===== config.mk =====
export PLATFORM = sky130hd
export DESIGN_NAME = nibble_stream_deframer_flat
export DESIGN_NICKNAME = d
export VERILOG_FILES = /design/src/rtl/nsd_pkg.sv /design/src/rtl/nsd_req_if.sv /design/src/rtl/nsd_rsp_if.sv /design/src/rtl/nsd_ram.sv /design/src/rtl/nsd_front.sv /design/src/rtl/nsd_cmd_fifo.sv /design/src/rtl/nsd_back.sv /design/src/rtl/nibble_stream_deframer.sv /design/src/flat_wrapper.sv
export SDC_FILE = /design/constraint.sdc
export NUM_CORES = 2
export LEC_CHECK = 0
export BUFFER_PORTS_ARGS = -buffer_cell sky130_fd_sc_hd__buf_4
export CAP_MARGIN = 25
export CORE_ASPECT_RATIO = 0.7
export CORE_MARGIN = 1.5
export CORE_UTILIZATION = 25
export DETAILED_ROUTE_END_ITERATION = 8
export HOLD_SLACK_MARGIN = 0.03
export RECOVER_POWER = 100
export SLEW_MARGIN = 30
export SYNTH_ARGS = -nofsm -noshare
export SYNTH_HDL_FRONTEND = slang
export SYNTH_SLANG_ARGS = --single-unit

===== constraint.sdc =====
create_clock -name clk -period 10.56 [get_ports clk]
set_clock_uncertainty 0.05 [all_clocks]
set_input_delay 1.056 -clock clk [delete_from_list [all_inputs] [get_ports clk]]
set_output_delay 1.056 -clock clk [all_outputs]
set_load 0.02 [all_outputs]

===== src/rtl/nsd_pkg.sv =====
package nsd_pkg;

	localparam int BYTE_DEPTH    = 64;
	localparam int SESSION_DEPTH = 128;
	localparam int LENGTH_WIDTH  = 16;

	localparam int BYTE_AW = $clog2(BYTE_DEPTH);
	localparam int BYTE_FW = $clog2(BYTE_DEPTH + 1);
	localparam int SESS_AW = $clog2(SESSION_DEPTH);
	localparam int SESS_FW = $clog2(SESSION_DEPTH + 1);

	localparam int REQ_W        = 2;
	localparam int NIB_W        = 4;
	localparam int BYTE_W       = 8;
	localparam int LEN_OUT_W    = 16;
	localparam int BYTES_HELD_W = 7;
	localparam int SESS_HELD_W  = 8;

	localparam int CMD_DEPTH = 2;
	localparam int CMD_AW    = $clog2(CMD_DEPTH);
	localparam int CMD_CW    = $clog2(CMD_DEPTH + 1);

	localparam int OUT_DEPTH = 4;
	localparam int OUT_AW    = $clog2(OUT_DEPTH);
	localparam int OUT_CW    = $clog2(OUT_DEPTH + 1);

	typedef enum logic [REQ_W-1:0] {
		REQ_NIBBLE   = 2'd0,
		REQ_POP_BYTE = 2'd1,
		REQ_POP_LEN  = 2'd2,
		REQ_IDLE     = 2'd3
	} req_t;

	typedef enum logic [2:0] {
		OP_NONE     = 3'd0,
		OP_PUSH     = 3'd1,
		OP_CLOSE    = 3'd2,
		OP_POP_BYTE = 3'd3,
		OP_POP_LEN  = 3'd4
	} op_t;

	typedef struct packed {
		op_t               op;
		logic [BYTE_W-1:0] data;
	} cmd_t;

	typedef struct packed {
		logic                    byte_valid;
		logic [BYTE_W-1:0]       data_byte;
		logic                    length_valid;
		logic [LEN_OUT_W-1:0]    session_length;
		logic                    session_closed;
		logic                    byte_dropped;
		logic                    length_overflow;
		logic [BYTES_HELD_W-1:0] bytes_held;
		logic [SESS_HELD_W-1:0]  sessions_held;
	} rsp_t;

endpackage


===== src/rtl/nsd_req_if.sv =====
interface nsd_req_if;
	logic                        valid;
	logic                        ready;
	logic [nsd_pkg::REQ_W-1:0]   req_type;
	logic [nsd_pkg::NIB_W-1:0]   nibble;

	modport source (output valid, req_type, nibble, input ready);
	modport sink (input valid, req_type, nibble, output ready);
endinterface


===== src/rtl/nsd_rsp_if.sv =====
interface nsd_rsp_if;
	logic                               valid;
	logic                               ready;
	logic                               byte_valid;
	logic [nsd_pkg::BYTE_W-1:0]         data_byte;
	logic                               length_valid;
	logic [nsd_pkg::LEN_OUT_W-1:0]      session_length;
	logic                               session_closed;
	logic                               byte_dropped;
	logic                               length_overflow;
	logic [nsd_pkg::BYTES_HELD_W-1:0]   bytes_held;
	logic [nsd_pkg::SESS_HELD_W-1:0]    sessions_held;

	modport source (
		output valid, byte_valid, data_byte, length_valid, session_length,
		output session_closed, byte_dropped, length_overflow, bytes_held, sessions_held,
		input ready
	);
	modport sink (
		input valid, byte_valid, data_byte, length_valid, session_length,
		input session_closed, byte_dropped, length_overflow, bytes_held, sessions_held,
		output ready
	);
endinterface


===== src/rtl/nsd_ram.sv =====
module nsd_ram #(
	parameter int WIDTH = 8,
	parameter int DEPTH = 64
) (
	input  logic                     clk,
	input  logic                     we,
	input  logic [$clog2(DEPTH)-1:0] waddr,
	input  logic [WIDTH-1:0]         wdata,
	input  logic [$clog2(DEPTH)-1:0] raddr,
	output logic [WIDTH-1:0]         rdata
);

	logic [WIDTH-1:0] mem_q [DEPTH];

	always_ff @(posedge clk) begin
		if (we) begin
			mem_q[waddr] <= wdata;
		end
		rdata <= mem_q[raddr];
	end

endmodule


===== src/rtl/nsd_front.sv =====
module nsd_front (
	input  logic            clk,
	input  logic            arst_n,
	nsd_req_if.sink         request,
	output logic            cmd_valid,
	input  logic            cmd_ready,
	output nsd_pkg::cmd_t   cmd
);

	logic                       low_next_q;
	logic [nsd_pkg::NIB_W-1:0]  high_q;
	logic                       accept;
	logic [nsd_pkg::BYTE_W-1:0] byte_val;

	assign request.ready = cmd_ready;
	assign accept        = request.valid && cmd_ready;
	assign cmd_valid     = request.valid;
	assign byte_val      = {high_q, request.nibble};

	always_comb begin
		cmd.data = byte_val;
		cmd.op   = nsd_pkg::OP_NONE;
		unique case (nsd_pkg::req_t'(request.req_type))
			nsd_pkg::REQ_NIBBLE: begin
				if (low_next_q) begin
					cmd.op = (byte_val == '0) ? nsd_pkg::OP_CLOSE : nsd_pkg::OP_PUSH;
				end
			end
			nsd_pkg::REQ_POP_BYTE: cmd.op = nsd_pkg::OP_POP_BYTE;
			nsd_pkg::REQ_POP_LEN:  cmd.op = nsd_pkg::OP_POP_LEN;
			nsd_pkg::REQ_IDLE:     cmd.op = nsd_pkg::OP_NONE;
		endcase
	end

	// nibble pairing
	always_ff @(posedge clk or negedge arst_n) begin
		if (!arst_n) begin
			low_next_q <= 1'b0;
			high_q     <= '0;
		end else if (accept && nsd_pkg::req_t'(request.req_type) == nsd_pkg::REQ_NIBBLE) begin
			if (!low_next_q) begin
				high_q <= request.nibble;
			end
			low_next_q <= !low_next_q;
		end
	end

endmodule


===== src/rtl/nsd_cmd_fifo.sv =====
module nsd_cmd_fifo (
	input  logic            clk,
	input  logic            arst_n,
	input  logic            push_valid,
	output logic            push_ready,
	input  nsd_pkg::cmd_t   push_cmd,
	output logic            pop_valid,
	input  logic            pop_ready,
	output nsd_pkg::cmd_t   pop_cmd
);

	nsd_pkg::cmd_t                entry_q [nsd_pkg::CMD_DEPTH];
	logic [nsd_pkg::CMD_AW-1:0]   wr_q;
	logic [nsd_pkg::CMD_AW-1:0]   rd_q;
	logic [nsd_pkg::CMD_CW-1:0]   cnt_q;
	logic                         push;
	logic                         pop;

	assign push_ready = cnt_q != nsd_pkg::CMD_CW'(nsd_pkg::CMD_DEPTH);
	assign pop_valid  = cnt_q != '0;
	assign push       = push_valid && push_ready;
	assign pop        = pop_valid && pop_ready;
	assign pop_cmd    = entry_q[rd_q];

	always_ff @(posedge clk) begin
		if (push) begin
			entry_q[wr_q] <= push_cmd;
		end
	end

	always_ff @(posedge clk or negedge arst_n) begin
		if (!arst_n) begin
			wr_q  <= '0;
			rd_q  <= '0;
			cnt_q <= '0;
		end else begin
			if (push) begin
				wr_q <= (wr_q == nsd_pkg::CMD_AW'(nsd_pkg::CMD_DEPTH - 1)) ? '0 : wr_q + 1'b1;
			end
			if (pop) begin
				rd_q <= (rd_q == nsd_pkg::CMD_AW'(nsd_pkg::CMD_DEPTH - 1)) ? '0 : rd_q + 1'b1;
			end
			if (push && !pop) begin
				cnt_q <= cnt_q + 1'b1;
			end else if (pop && !push) begin
				cnt_q <= cnt_q - 1'b1;
			end
		end
	end

endmodule


===== src/rtl/nsd_back.sv =====
module nsd_back (
	input  logic            clk,
	input  logic            arst_n,
	input  logic            cmd_valid,
	output logic            cmd_ready,
	input  nsd_pkg::cmd_t   cmd,
	nsd_rsp_if.source       result
);

	logic [nsd_pkg::BYTE_AW-1:0]      brd_q, bwr_q, brd_n, bwr_n;
	logic [nsd_pkg::BYTE_FW-1:0]      bfill_q, bfill_n;
	logic [nsd_pkg::SESS_AW-1:0]      lrd_q, lwr_q, lrd_n, lwr_n;
	logic [nsd_pkg::SESS_FW-1:0]      lfill_q, lfill_n;
	logic [nsd_pkg::LENGTH_WIDTH-1:0] open_len_q, open_len_n;

	logic                             bwe, lwe;
	logic [nsd_pkg::BYTE_W-1:0]       brdata;
	logic [nsd_pkg::LENGTH_WIDTH-1:0] lrdata;

	logic                             issue;
	nsd_pkg::rsp_t                    rsp_n;
	logic                             valid_s1;
	nsd_pkg::rsp_t                    rsp_s1;
	nsd_pkg::rsp_t                    rsp_done;

	nsd_pkg::rsp_t                    out_q [nsd_pkg::OUT_DEPTH];
	logic [nsd_pkg::OUT_AW-1:0]       owr_q, ord_q;
	logic [nsd_pkg::OUT_CW-1:0]       ocnt_q;
	logic [nsd_pkg::OUT_CW:0]         out_used;
	logic                             out_pop;
	nsd_pkg::rsp_t                    out_head;

	// issue only when the result buffer has a free slot for this transaction
	assign out_used  = {1'b0, ocnt_q} + {{nsd_pkg::OUT_CW{1'b0}}, valid_s1};
	assign issue     = cmd_valid && (out_used < (nsd_pkg::OUT_CW + 1)'(nsd_pkg::OUT_DEPTH));
	assign cmd_ready = issue;

	always_comb begin
		brd_n      = brd_q;
		bwr_n      = bwr_q;
		bfill_n    = bfill_q;
		lrd_n      = lrd_q;
		lwr_n      = lwr_q;
		lfill_n    = lfill_q;
		open_len_n = open_len_q;
		bwe        = 1'b0;
		lwe        = 1'b0;
		rsp_n      = '0;
		if (issue) begin
			unique case (cmd.op)
				nsd_pkg::OP_PUSH: begin
					if (bfill_q == nsd_pkg::BYTE_FW'(nsd_pkg::BYTE_DEPTH)) begin
						rsp_n.byte_dropped = 1'b1;
					end else begin
						bwe     = 1'b1;
						bwr_n   = (bwr_q == nsd_pkg::BYTE_AW'(nsd_pkg::BYTE_DEPTH - 1)) ?
							'0 : bwr_q + 1'b1;
						bfill_n = bfill_q + 1'b1;
						if (open_len_q != '1) begin
							open_len_n = open_len_q + 1'b1;
						end
					end
				end
				nsd_pkg::OP_CLOSE: begin
					rsp_n.session_closed = 1'b1;
					if (lfill_q == nsd_pkg::SESS_FW'(nsd_pkg::SESSION_DEPTH)) begin
						rsp_n.length_overflow = 1'b1;
					end else begin
						lwe     = 1'b1;
						lwr_n   = (lwr_q == nsd_pkg::SESS_AW'(nsd_pkg::SESSION_DEPTH - 1)) ?
							'0 : lwr_q + 1'b1;
						lfill_n = lfill_q + 1'b1;
					end
					open_len_n = '0;
				end
				nsd_pkg::OP_POP_BYTE: begin
					if (bfill_q != '0) begin
						rsp_n.byte_valid = 1'b1;
						brd_n   = (brd_q == nsd_pkg::BYTE_AW'(nsd_pkg::BYTE_DEPTH - 1)) ?
							'0 : brd_q + 1'b1;
						bfill_n = bfill_q - 1'b1;
					end
				end
				nsd_pkg::OP_POP_LEN: begin
					if (lfill_q != '0) begin
						rsp_n.length_valid = 1'b1;
						lrd_n   = (lrd_q == nsd_pkg::SESS_AW'(nsd_pkg::SESSION_DEPTH - 1)) ?
							'0 : lrd_q + 1'b1;
						lfill_n = lfill_q - 1'b1;
					end
				end
				default: ;
			endcase
		end
		rsp_n.bytes_held    = nsd_pkg::BYTES_HELD_W'(bfill_n);
		rsp_n.sessions_held = nsd_pkg::SESS_HELD_W'(lfill_n);
	end

	nsd_ram #(
		.WIDTH (nsd_pkg::BYTE_W),
		.DEPTH (nsd_pkg::BYTE_DEPTH)
	) u_byte_ram (
		.clk   (clk),
		.we    (bwe),
		.waddr (bwr_q),
		.wdata (cmd.data),
		.raddr (brd_q),
		.rdata (brdata)
	);

	nsd_ram #(
		.WIDTH (nsd_pkg::LENGTH_WIDTH),
		.DEPTH (nsd_pkg::SESSION_DEPTH)
	) u_len_ram (
		.clk   (clk),
		.we    (lwe),
		.waddr (lwr_q),
		.wdata (open_len_q),
		.raddr (lrd_q),
		.rdata (lrdata)
	);

	always_ff @(posedge clk or negedge arst_n) begin
		if (!arst_n) begin
			brd_q      <= '0;
			bwr_q      <= '0;
			bfill_q    <= '0;
			lrd_q      <= '0;
			lwr_q      <= '0;
			lfill_q    <= '0;
			open_len_q <= '0;
			valid_s1   <= 1'b0;
		end else begin
			brd_q      <= brd_n;
			bwr_q      <= bwr_n;
			bfill_q    <= bfill_n;
			lrd_q      <= lrd_n;
			lwr_q      <= lwr_n;
			lfill_q    <= lfill_n;
			open_len_q <= open_len_n;
			valid_s1   <= issue;
		end
	end

	always_ff @(posedge clk) begin
		if (issue) begin
			rsp_s1 <= rsp_n;
		end
	end

	// merge memory read data into the transaction
	always_comb begin
		rsp_done                = rsp_s1;
		rsp_done.data_byte      = rsp_s1.byte_valid ? brdata : '0;
		rsp_done.session_length = rsp_s1.length_valid ?
			nsd_pkg::LEN_OUT_W'(lrdata) : '0;
	end

	// result buffer
	assign out_pop  = result.valid && result.ready;
	assign out_head = out_q[ord_q];

	always_ff @(posedge clk) begin
		if (valid_s1) begin
			out_q[owr_q] <= rsp_done;
		end
	end

	always_ff @(posedge clk or negedge arst_n) begin
		if (!arst_n) begin
			owr_q  <= '0;
			ord_q  <= '0;
			ocnt_q <= '0;
		end else begin
			if (valid_s1) begin
				owr_q <= (owr_q == nsd_pkg::OUT_AW'(nsd_pkg::OUT_DEPTH - 1)) ? '0 : owr_q + 1'b1;
			end
			if (out_pop) begin
				ord_q <= (ord_q == nsd_pkg::OUT_AW'(nsd_pkg::OUT_DEPTH - 1)) ? '0 : ord_q + 1'b1;
			end
			if (valid_s1 && !out_pop) begin
				ocnt_q <= ocnt_q + 1'b1;
			end else if (out_pop && !valid_s1) begin
				ocnt_q <= ocnt_q - 1'b1;
			end
		end
	end

	assign result.valid           = ocnt_q != '0;
	assign result.byte_valid      = out_head.byte_valid;
	assign result.data_byte       = out_head.data_byte;
	assign result.length_valid    = out_head.length_valid;
	assign result.session_length  = out_head.session_length;
	assign result.session_closed  = out_head.session_closed;
	assign result.byte_dropped    = out_head.byte_dropped;
	assign result.length_overflow = out_head.length_overflow;
	assign result.bytes_held      = out_head.bytes_held;
	assign result.sessions_held   = out_head.sessions_held;

endmodule


===== src/rtl/nibble_stream_deframer.sv =====
// channel   dir  handshake     payload
// request   in   valid/ready   req_type, nibble
// result    out  valid/ready   byte_valid, data_byte, length_valid, session_length,
//                              session_closed, byte_dropped, length_overflow,
//                              bytes_held, sessions_held
//
// one transaction per cycle sustained while results are taken; every
// request gives exactly one result, which passes the command queue, issue with
// byte/length memory read and read data merge into the result buffer
// arst_n clears all four fifos, the open length and the nibble pairing state
// result stalls fill the 4-entry result buffer, then the 2-entry command queue,
// then request.ready drops
module nibble_stream_deframer (
	input  logic       clk,
	input  logic       arst_n,
	nsd_req_if.sink    request,
	nsd_rsp_if.source  result
);

	logic           front_valid;
	logic           front_ready;
	nsd_pkg::cmd_t  front_cmd;
	logic           back_valid;
	logic           back_ready;
	nsd_pkg::cmd_t  back_cmd;

	nsd_front u_front (
		.clk       (clk),
		.arst_n    (arst_n),
		.request   (request),
		.cmd_valid (front_valid),
		.cmd_ready (front_ready),
		.cmd       (front_cmd)
	);

	nsd_cmd_fifo u_cmd_fifo (
		.clk        (clk),
		.arst_n     (arst_n),
		.push_valid (front_valid),
		.push_ready (front_ready),
		.push_cmd   (front_cmd),
		.pop_valid  (back_valid),
		.pop_ready  (back_ready),
		.pop_cmd    (back_cmd)
	);

	nsd_back u_back (
		.clk       (clk),
		.arst_n    (arst_n),
		.cmd_valid (back_valid),
		.cmd_ready (back_ready),
		.cmd       (back_cmd),
		.result    (result)
	);

endmodule


===== src/flat_wrapper.sv =====
// flat-port wrapper written by rule: the top's interface ports become plain ports
module nibble_stream_deframer_flat 
  (clk, arst_n, request_valid, request_req_type, request_nibble, request_ready, result_valid, result_byte_valid, result_data_byte, result_length_valid, result_session_length, result_session_closed, result_byte_dropped, result_length_overflow, result_bytes_held, result_sessions_held, result_ready);
  nsd_req_if request_i ();
  nsd_rsp_if result_i ();
  input  logic clk;
  input  logic arst_n;
  input wire logic [$bits(request_i.valid)-1:0] request_valid;
  input wire logic [$bits(request_i.req_type)-1:0] request_req_type;
  input wire logic [$bits(request_i.nibble)-1:0] request_nibble;
  output wire logic [$bits(request_i.ready)-1:0] request_ready;
  output wire logic [$bits(result_i.valid)-1:0] result_valid;
  output wire logic [$bits(result_i.byte_valid)-1:0] result_byte_valid;
  output wire logic [$bits(result_i.data_byte)-1:0] result_data_byte;
  output wire logic [$bits(result_i.length_valid)-1:0] result_length_valid;
  output wire logic [$bits(result_i.session_length)-1:0] result_session_length;
  output wire logic [$bits(result_i.session_closed)-1:0] result_session_closed;
  output wire logic [$bits(result_i.byte_dropped)-1:0] result_byte_dropped;
  output wire logic [$bits(result_i.length_overflow)-1:0] result_length_overflow;
  output wire logic [$bits(result_i.bytes_held)-1:0] result_bytes_held;
  output wire logic [$bits(result_i.sessions_held)-1:0] result_sessions_held;
  input wire logic [$bits(result_i.ready)-1:0] result_ready;
  assign request_i.valid = request_valid;
  assign request_i.req_type = request_req_type;
  assign request_i.nibble = request_nibble;
  assign request_ready = request_i.ready;
  assign result_valid = result_i.valid;
  assign result_byte_valid = result_i.byte_valid;
  assign result_data_byte = result_i.data_byte;
  assign result_length_valid = result_i.length_valid;
  assign result_session_length = result_i.session_length;
  assign result_session_closed = result_i.session_closed;
  assign result_byte_dropped = result_i.byte_dropped;
  assign result_length_overflow = result_i.length_overflow;
  assign result_bytes_held = result_i.bytes_held;
  assign result_sessions_held = result_i.sessions_held;
  assign result_i.ready = result_ready;
  nibble_stream_deframer u_core (.clk(clk), .arst_n(arst_n), .request(request_i), .result(result_i));
endmodule

[Word level (Yosys, flattened, before mapping)]
Memories as Yosys holds them, arrays and structs flattened. A register that Yosys moved wholly into a read port is not among the register bits.
Index checks and enable logic that the tools add are counted.
Word-level totals
  word-level logic and storage cells: 144
  output and inout bits: 46
  bits in registers: 94
  bits in writable memories: 2758
  memories kept: 4
Memories
  u_core.u_back.u_len_ram.mem_q: depth 128, width 16, rd ports 1, clocked after Yosys merged registers in 1, write ports 1, RTL line nsd_ram.sv:13  | logic [WIDTH-1:0] mem_q [DEPTH];
  u_core.u_back.u_byte_ram.mem_q: depth 64, width 8, rd ports 1, clocked after Yosys merged registers in 1, write ports 1, RTL line nsd_ram.sv:13
  u_core.u_back.out_q: depth 4, width 44, rd ports 1, clocked after Yosys merged registers in 0, write ports 1, RTL line nsd_back.sv:26  | nsd_pkg::rsp_t out_q [nsd_pkg::OUT_DEPTH];
  u_core.u_cmd_fifo.entry_q: depth 2, width 11, rd ports 1, clocked after Yosys merged registers in 0, write ports 1, RTL line nsd_cmd_fifo.sv:12  | nsd_pkg::cmd_t entry_q [nsd_pkg::CMD_DEPTH];
Cells by class
  magnitude comparators: 1
  bitwise operators: 3
  multiplexer cells: 47
  reduce and logical (&&, ||, !) cells: 29
  add/sub/neg operators: 18
  equal/unequal tests: 19
Operators by type and width (count)
  16-bit 2-to-1 mux: 3
  7-bit 2-to-1 mux: 5
  8-bit 2-to-1 mux: 4
  16-bit case mux with 2 select lines: 1
  7-bit by 1-bit adder with 7-bit output, second input constant: 3
  7-bit == test, second input constant: 3
  1-bit 2-to-1 mux: 21
  16-bit by 1-bit adder with 16-bit output, second input constant: 1
  16-bit inequality test, second input constant: 1
  8-bit case mux with 2 select lines: 1
  7-bit case mux with 2 select lines: 1
  6-bit by 1-bit adder with 6-bit output, second input constant: 2
  6-bit == test, second input constant: 2
  2-bit 2-to-1 mux: 6
  6-bit 2-to-1 mux: 2
  3-bit case mux with 4 select lines: 1
  3-bit AND reduction: 4
  1-bit logical AND: 9
  8-bit by 1-bit adder with 8-bit output, second input constant: 1
  2-bit == test, second input constant: 4
  8-bit == test, second input constant: 1
  8-bit logical NOT: 1
  2-bit nonzero test: 4
  8-bit nonzero test: 1
  other kinds (22): 35

[Logic depth before layout (Yosys ltp)]
  depth after elaboration: 7
  mapped depth: 12
  gate-level depth less buffers: 9

[Modules after synthesis]
A second synthesis with hierarchy kept.
Unflattened totals
  cells, all modules: 4814
  area total of the unflattened synthesis: 111026.5 sq um
By module, submodules not included
  nsd_ram at u_core.u_back.u_len_ram: instances 1, sequential area each 61819.3 sq um, area an instance 78522.8 sq um, cells each 3086
  nsd_ram at u_core.u_back.u_byte_ram: instances 1, sequential area each 15534.9 sq um, area an instance 20166.8 sq um, cells each 940
  nsd_back: instances 1, sequential area each 7512.2 sq um, area an instance 11016.8 sq um, cells each 709
  nsd_cmd_fifo: instances 1, sequential area each 760.7 sq um, area an instance 1003.5 sq um, cells each 52
  nsd_front: instances 1, sequential area each 125.1 sq um, area an instance 316.6 sq um, cells each 27

[Least setup slack after synthesis]
No wires, ideal clock.
  path type: register -> register
  start: register u_core.u_back.open_len_q[0] (netlist bit)
  end: register u_core.u_back.open_len_q[12] (netlist bit)
  arrival: 3.388 ns
  buffers on the path: 0
  data required time: 10.378 ns
  stages on the path, launching flop included: 7
  slack: 6.990 ns
  cell sequence: dfrtp_1 -> ha_1 -> nand3_1 -> or3_1 -> nor4_4 -> xnor2_1 -> nor2_1
Between the ends
  word-level cells in the longest chain between the ends: 4
  elaborated cells on any way between the ends: 7
Ends and longest elaborated chain
  start, declared: RTL line nsd_back.sv:14  | logic [nsd_pkg::LENGTH_WIDTH-1:0] open_len_q, open_len_n;
  start signal, assigned: RTL line nsd_back.sv:140  | open_len_q <= open_len_n;
  16-bit by 1-bit adder with 16-bit output: RTL line nsd_back.sv:60  | open_len_n = open_len_q + 1'b1;
  16-bit 2-to-1 mux: RTL line nsd_back.sv:59  | if (open_len_q != '1) begin
  16-bit 2-to-1 mux: RTL line nsd_back.sv:52  | if (bfill_q == nsd_pkg::BYTE_FW'(nsd_pkg::BYTE_DEPTH)) begin
  16-bit case mux with 2 select lines: RTL line nsd_back.sv:50  | unique case (cmd.op)
Parallel ways exist; a longest one is shown, timed or not. The select of a mux whose other input is x is not followed.
A chain may end at the register's enable or synchronous reset.

==> results.toml <==
[status]
outcome = "complete, but fails checks"
violations = "max-capacitance violations, max-slew violations"

[grt]
grt_pass1_wl_mm = 393
grt_max_degree = 96
grt_usage_pct = 11.8
gr-total-overflow = 0
antenna_found_initial = 20
grt_pass1_vias = 53200

[synthesis]
synthMuxAreaShare_pct = 15.9
synth_cell_types = 74
synth_adder_area_share_pct = 0.209
synth_top_area_share_pct = 75.0
synth_nets = 5357
synth_top_family_by_area = "multiplexers"
synth_edf_count = 2778
synth-main-ff-cell = "edfxtp_1"
yosysSeqAreaShare_pct = 77.1
post_synth.cell_area_avg_um2 = 20.9
synth_commonest_cells = "edfxtp_1, mux4_2, mux2i_1"
synth_top_cell_by_area = "edfxtp_1"
yosys_register_bits = 2876
synth_area_leaders = "edfxtp_1, mux4_2, mux2i_1"
synthArstFlopShare_pct = 2.57
yosys.area_share.simple_pct = 2.43
syn_inst = 5329
synth_warnings = 0
synth_compound_area_share_pct = 2.78
synth_most_common_cell = "edfxtp_1"
netlist_area_mm2 = 0.111
synth-xor-area-share_pct = 0.252

[critical_path]
cp_slowest_cell = "clkbuf_1"
crit_fanout = 46
path_class = "reg2reg"
cp-start-kind = "register"
crit_path_start = "u_core.u_back.lrd_q[1]"
path_cells = "clkbuf_1 -> clkbuf_1 -> nor2b_4 -> buf_4 -> a22oi_1 -> a31oi_1 -> o21ai_0 -> a211oi_1 -> nor2_1"
end_kind = "register"
required_ns = 11.29
reg2reg_from = "u_core.u_back.lrd_q[1]"
critical_path_arrival_ns = 8.62
worst_path_most_repeated_cell = "clkbuf_1"
slowest_delay_ns = 2.76

[power_and_ir_drop]
ir_worst_vdd_v = 0.000164
p_total_mw = 28.8
cellLeakagePower_nw = 35.9
power_density_mw_per_mm2 = 228

[final_layout]
seqCellArea_mm2 = 0.0858
finalNetCount = 5595
multi_input_area_mm2 = 0.0240
drive_gt1_share_pct = 18.5
fill_cells = 42900
syn_to_final_growth_pct = 13.8

[clock_tree]
clkSinkCount = 2876
post_cts.repair.setup_buffers = 0
insertion_delay_ns = 0.91
ctsHtreeMaxLevel = 4
cts_buffers = 248
cts-root-buf = "clkbuf_16"
clk_path_buf_depth = 4
cts_tree = "built"
clk_pin_slew_ns = 0.07
post_cts_resized = 0

[placed_design]
detailedPlace.worstSlack_ns = 5.10
dp_hpwl_mm = 167
gp_congestion = 0.839
port_buffers = 55

[die]
die-area_mm2 = 0.449
io_pins = 56
die_x_um = 800
start_util_pct = 25.2
core-area_mm2 = 0.442
placementRows = 204
die_h_um = 561

[routing]
vias = 54500
post_drt_wl_per_cell_um = 23.6
postRouteAntennaNets = 0
wl_mm = 275
viasPerCell = 4.68
drt_iter0_drc = 7142
firstDrtPassIters = 5
drc_errors = 0

[timing]
finalSetupViolCount = 0
fin_tns_setup_ns = 0
worst_slack_ns = 2.67
rsz0062_at_grt = "no"
hold_violations = 0
min_period_ns = 7.89
fin_crit_sh_pct = 74.7
slew_headroom_pct = -245
slew_violations = 2959
worst_pin_slew_ns = 5.18
whs_ns = 0.394
timing.fmax_mhz = 127

[flow_run]
drv_cap = 53

[hold_path]
hp-start = "request_req_type[0]"
hold_class = "in2reg"
==> power by group <==
group,leakage (nW),internal [mW],switching [mW]
registers,24.9,13.4,0.460
clock network,3.86,4.98,4.09
logic,7.10,2.26,3.63
==> sequential cells by signal, summed over array words and instances, names as in the netlist, 4 cells and up <==
signal,flops
u_core.u_back.bfill_q,7
u_core.u_back.brd_q,6
u_core.u_back.bwr_q,6
u_core.u_back.lfill_q,8
u_core.u_back.lrd_q,7
u_core.u_back.lwr_q,7
u_core.u_back.open_len_q,16
u_core.u_back.out_q,176
u_core.u_back.rsp_done,20
u_core.u_back.u_byte_ram.mem_q,512
u_core.u_back.u_byte_ram.rdata,8
u_core.u_back.u_len_ram.mem_q,2048
u_core.u_back.u_len_ram.rdata,16
u_core.u_cmd_fifo.entry_q,22
u_core.u_front.high_q,4
==> worst max-delay path, delay by kind of cell (launching register included) <==
family	cells	cell delay, ns
compound gates	4	1.14
flops	1	0.72
buf+inv	3	5.01
simple gates	2	0.74
==> timing repair <==
item,4_1_cts,5_1_grt
hold buffers,1,0
hold endpoints to repair,14,0
setup endpoints to repair,0,0
==> cell usage in the layout (no fill, tap or decap), types with 64 or more instances in the layout <==
master / Yosys / final
a21oi_1: 93 / 93
clkbuf_1: 143 / 265
mux4_2: 598 / 598
a22oi_1: 64 / 64
nor2_1: 266 / 264
mux2i_1: 394 / 393
nand2_1: 133 / 133
clkbuf_16: 0 / 250
o21ai_0: 106 / 98
dfrtp_1: 74 / 67
edfxtp_1: 2778 / 2778
==> metal layers <==
metal,global-route usage (%),up-vias,share of wire [%]
met5,0,-,0.022
met4,2.84,10,2.5
li1,-,22500,-
met1,18.2,29100,45
met2,16.8,2554,43
met3,2.42,382,9.2
==> path summary, 6_finish.rpt <==
path                            slack, ns  cells after the start                                end
worst max-delay path                 2.67                      9  u_core.u_back.u_len_ram.rdata[14]
max in group asynchronous            4.90                      3             u_core.u_back.lrd_q[0]
min in group asynchronous            0.86                      2             u_core.u_back.bwr_q[2]
worst min-delay path                 0.39                      3          u_core.u_front.low_next_q
worst min register to register       0.44                      0          u_core.u_back.out_q[0][5]
worst max register to register       2.67                      9  u_core.u_back.u_len_ram.rdata[14]
==> logic make-up after synthesis <==
kind of cell	after synthesis
buf+inv	314
fa+ha+maj	18
mux	1019
xor+xnor	32
simple gates	592
flops	2876
compound gates	478
==> through the flow <==
step / utilization (%) / instances / cell area (µm²)
finish: 28.6 / 11600 / 126000
global route: 28.6 / 11600 / 126000
CTS: 28.8 / 11600 / 127000
detailed placement: 27.1 / 11200 / 120000
global placement: 27.0 / 11200 / 119000
floorplan: - / 5329 / 111000
==> cell type report <==
cell class                      instances  area share, %
Sequential cell                      2876           67.8
Multi-Input combinational cell       2139           19.0
Tap cell                             5871           5.81
Clock buffer                          308           5.19
Timing Repair Buffer                  282           1.10
Clock inverter                        138           1.06
Inverter                               20         0.0593
Antenna cell                            1        0.00198
Power figures use the tool's default switching activity.
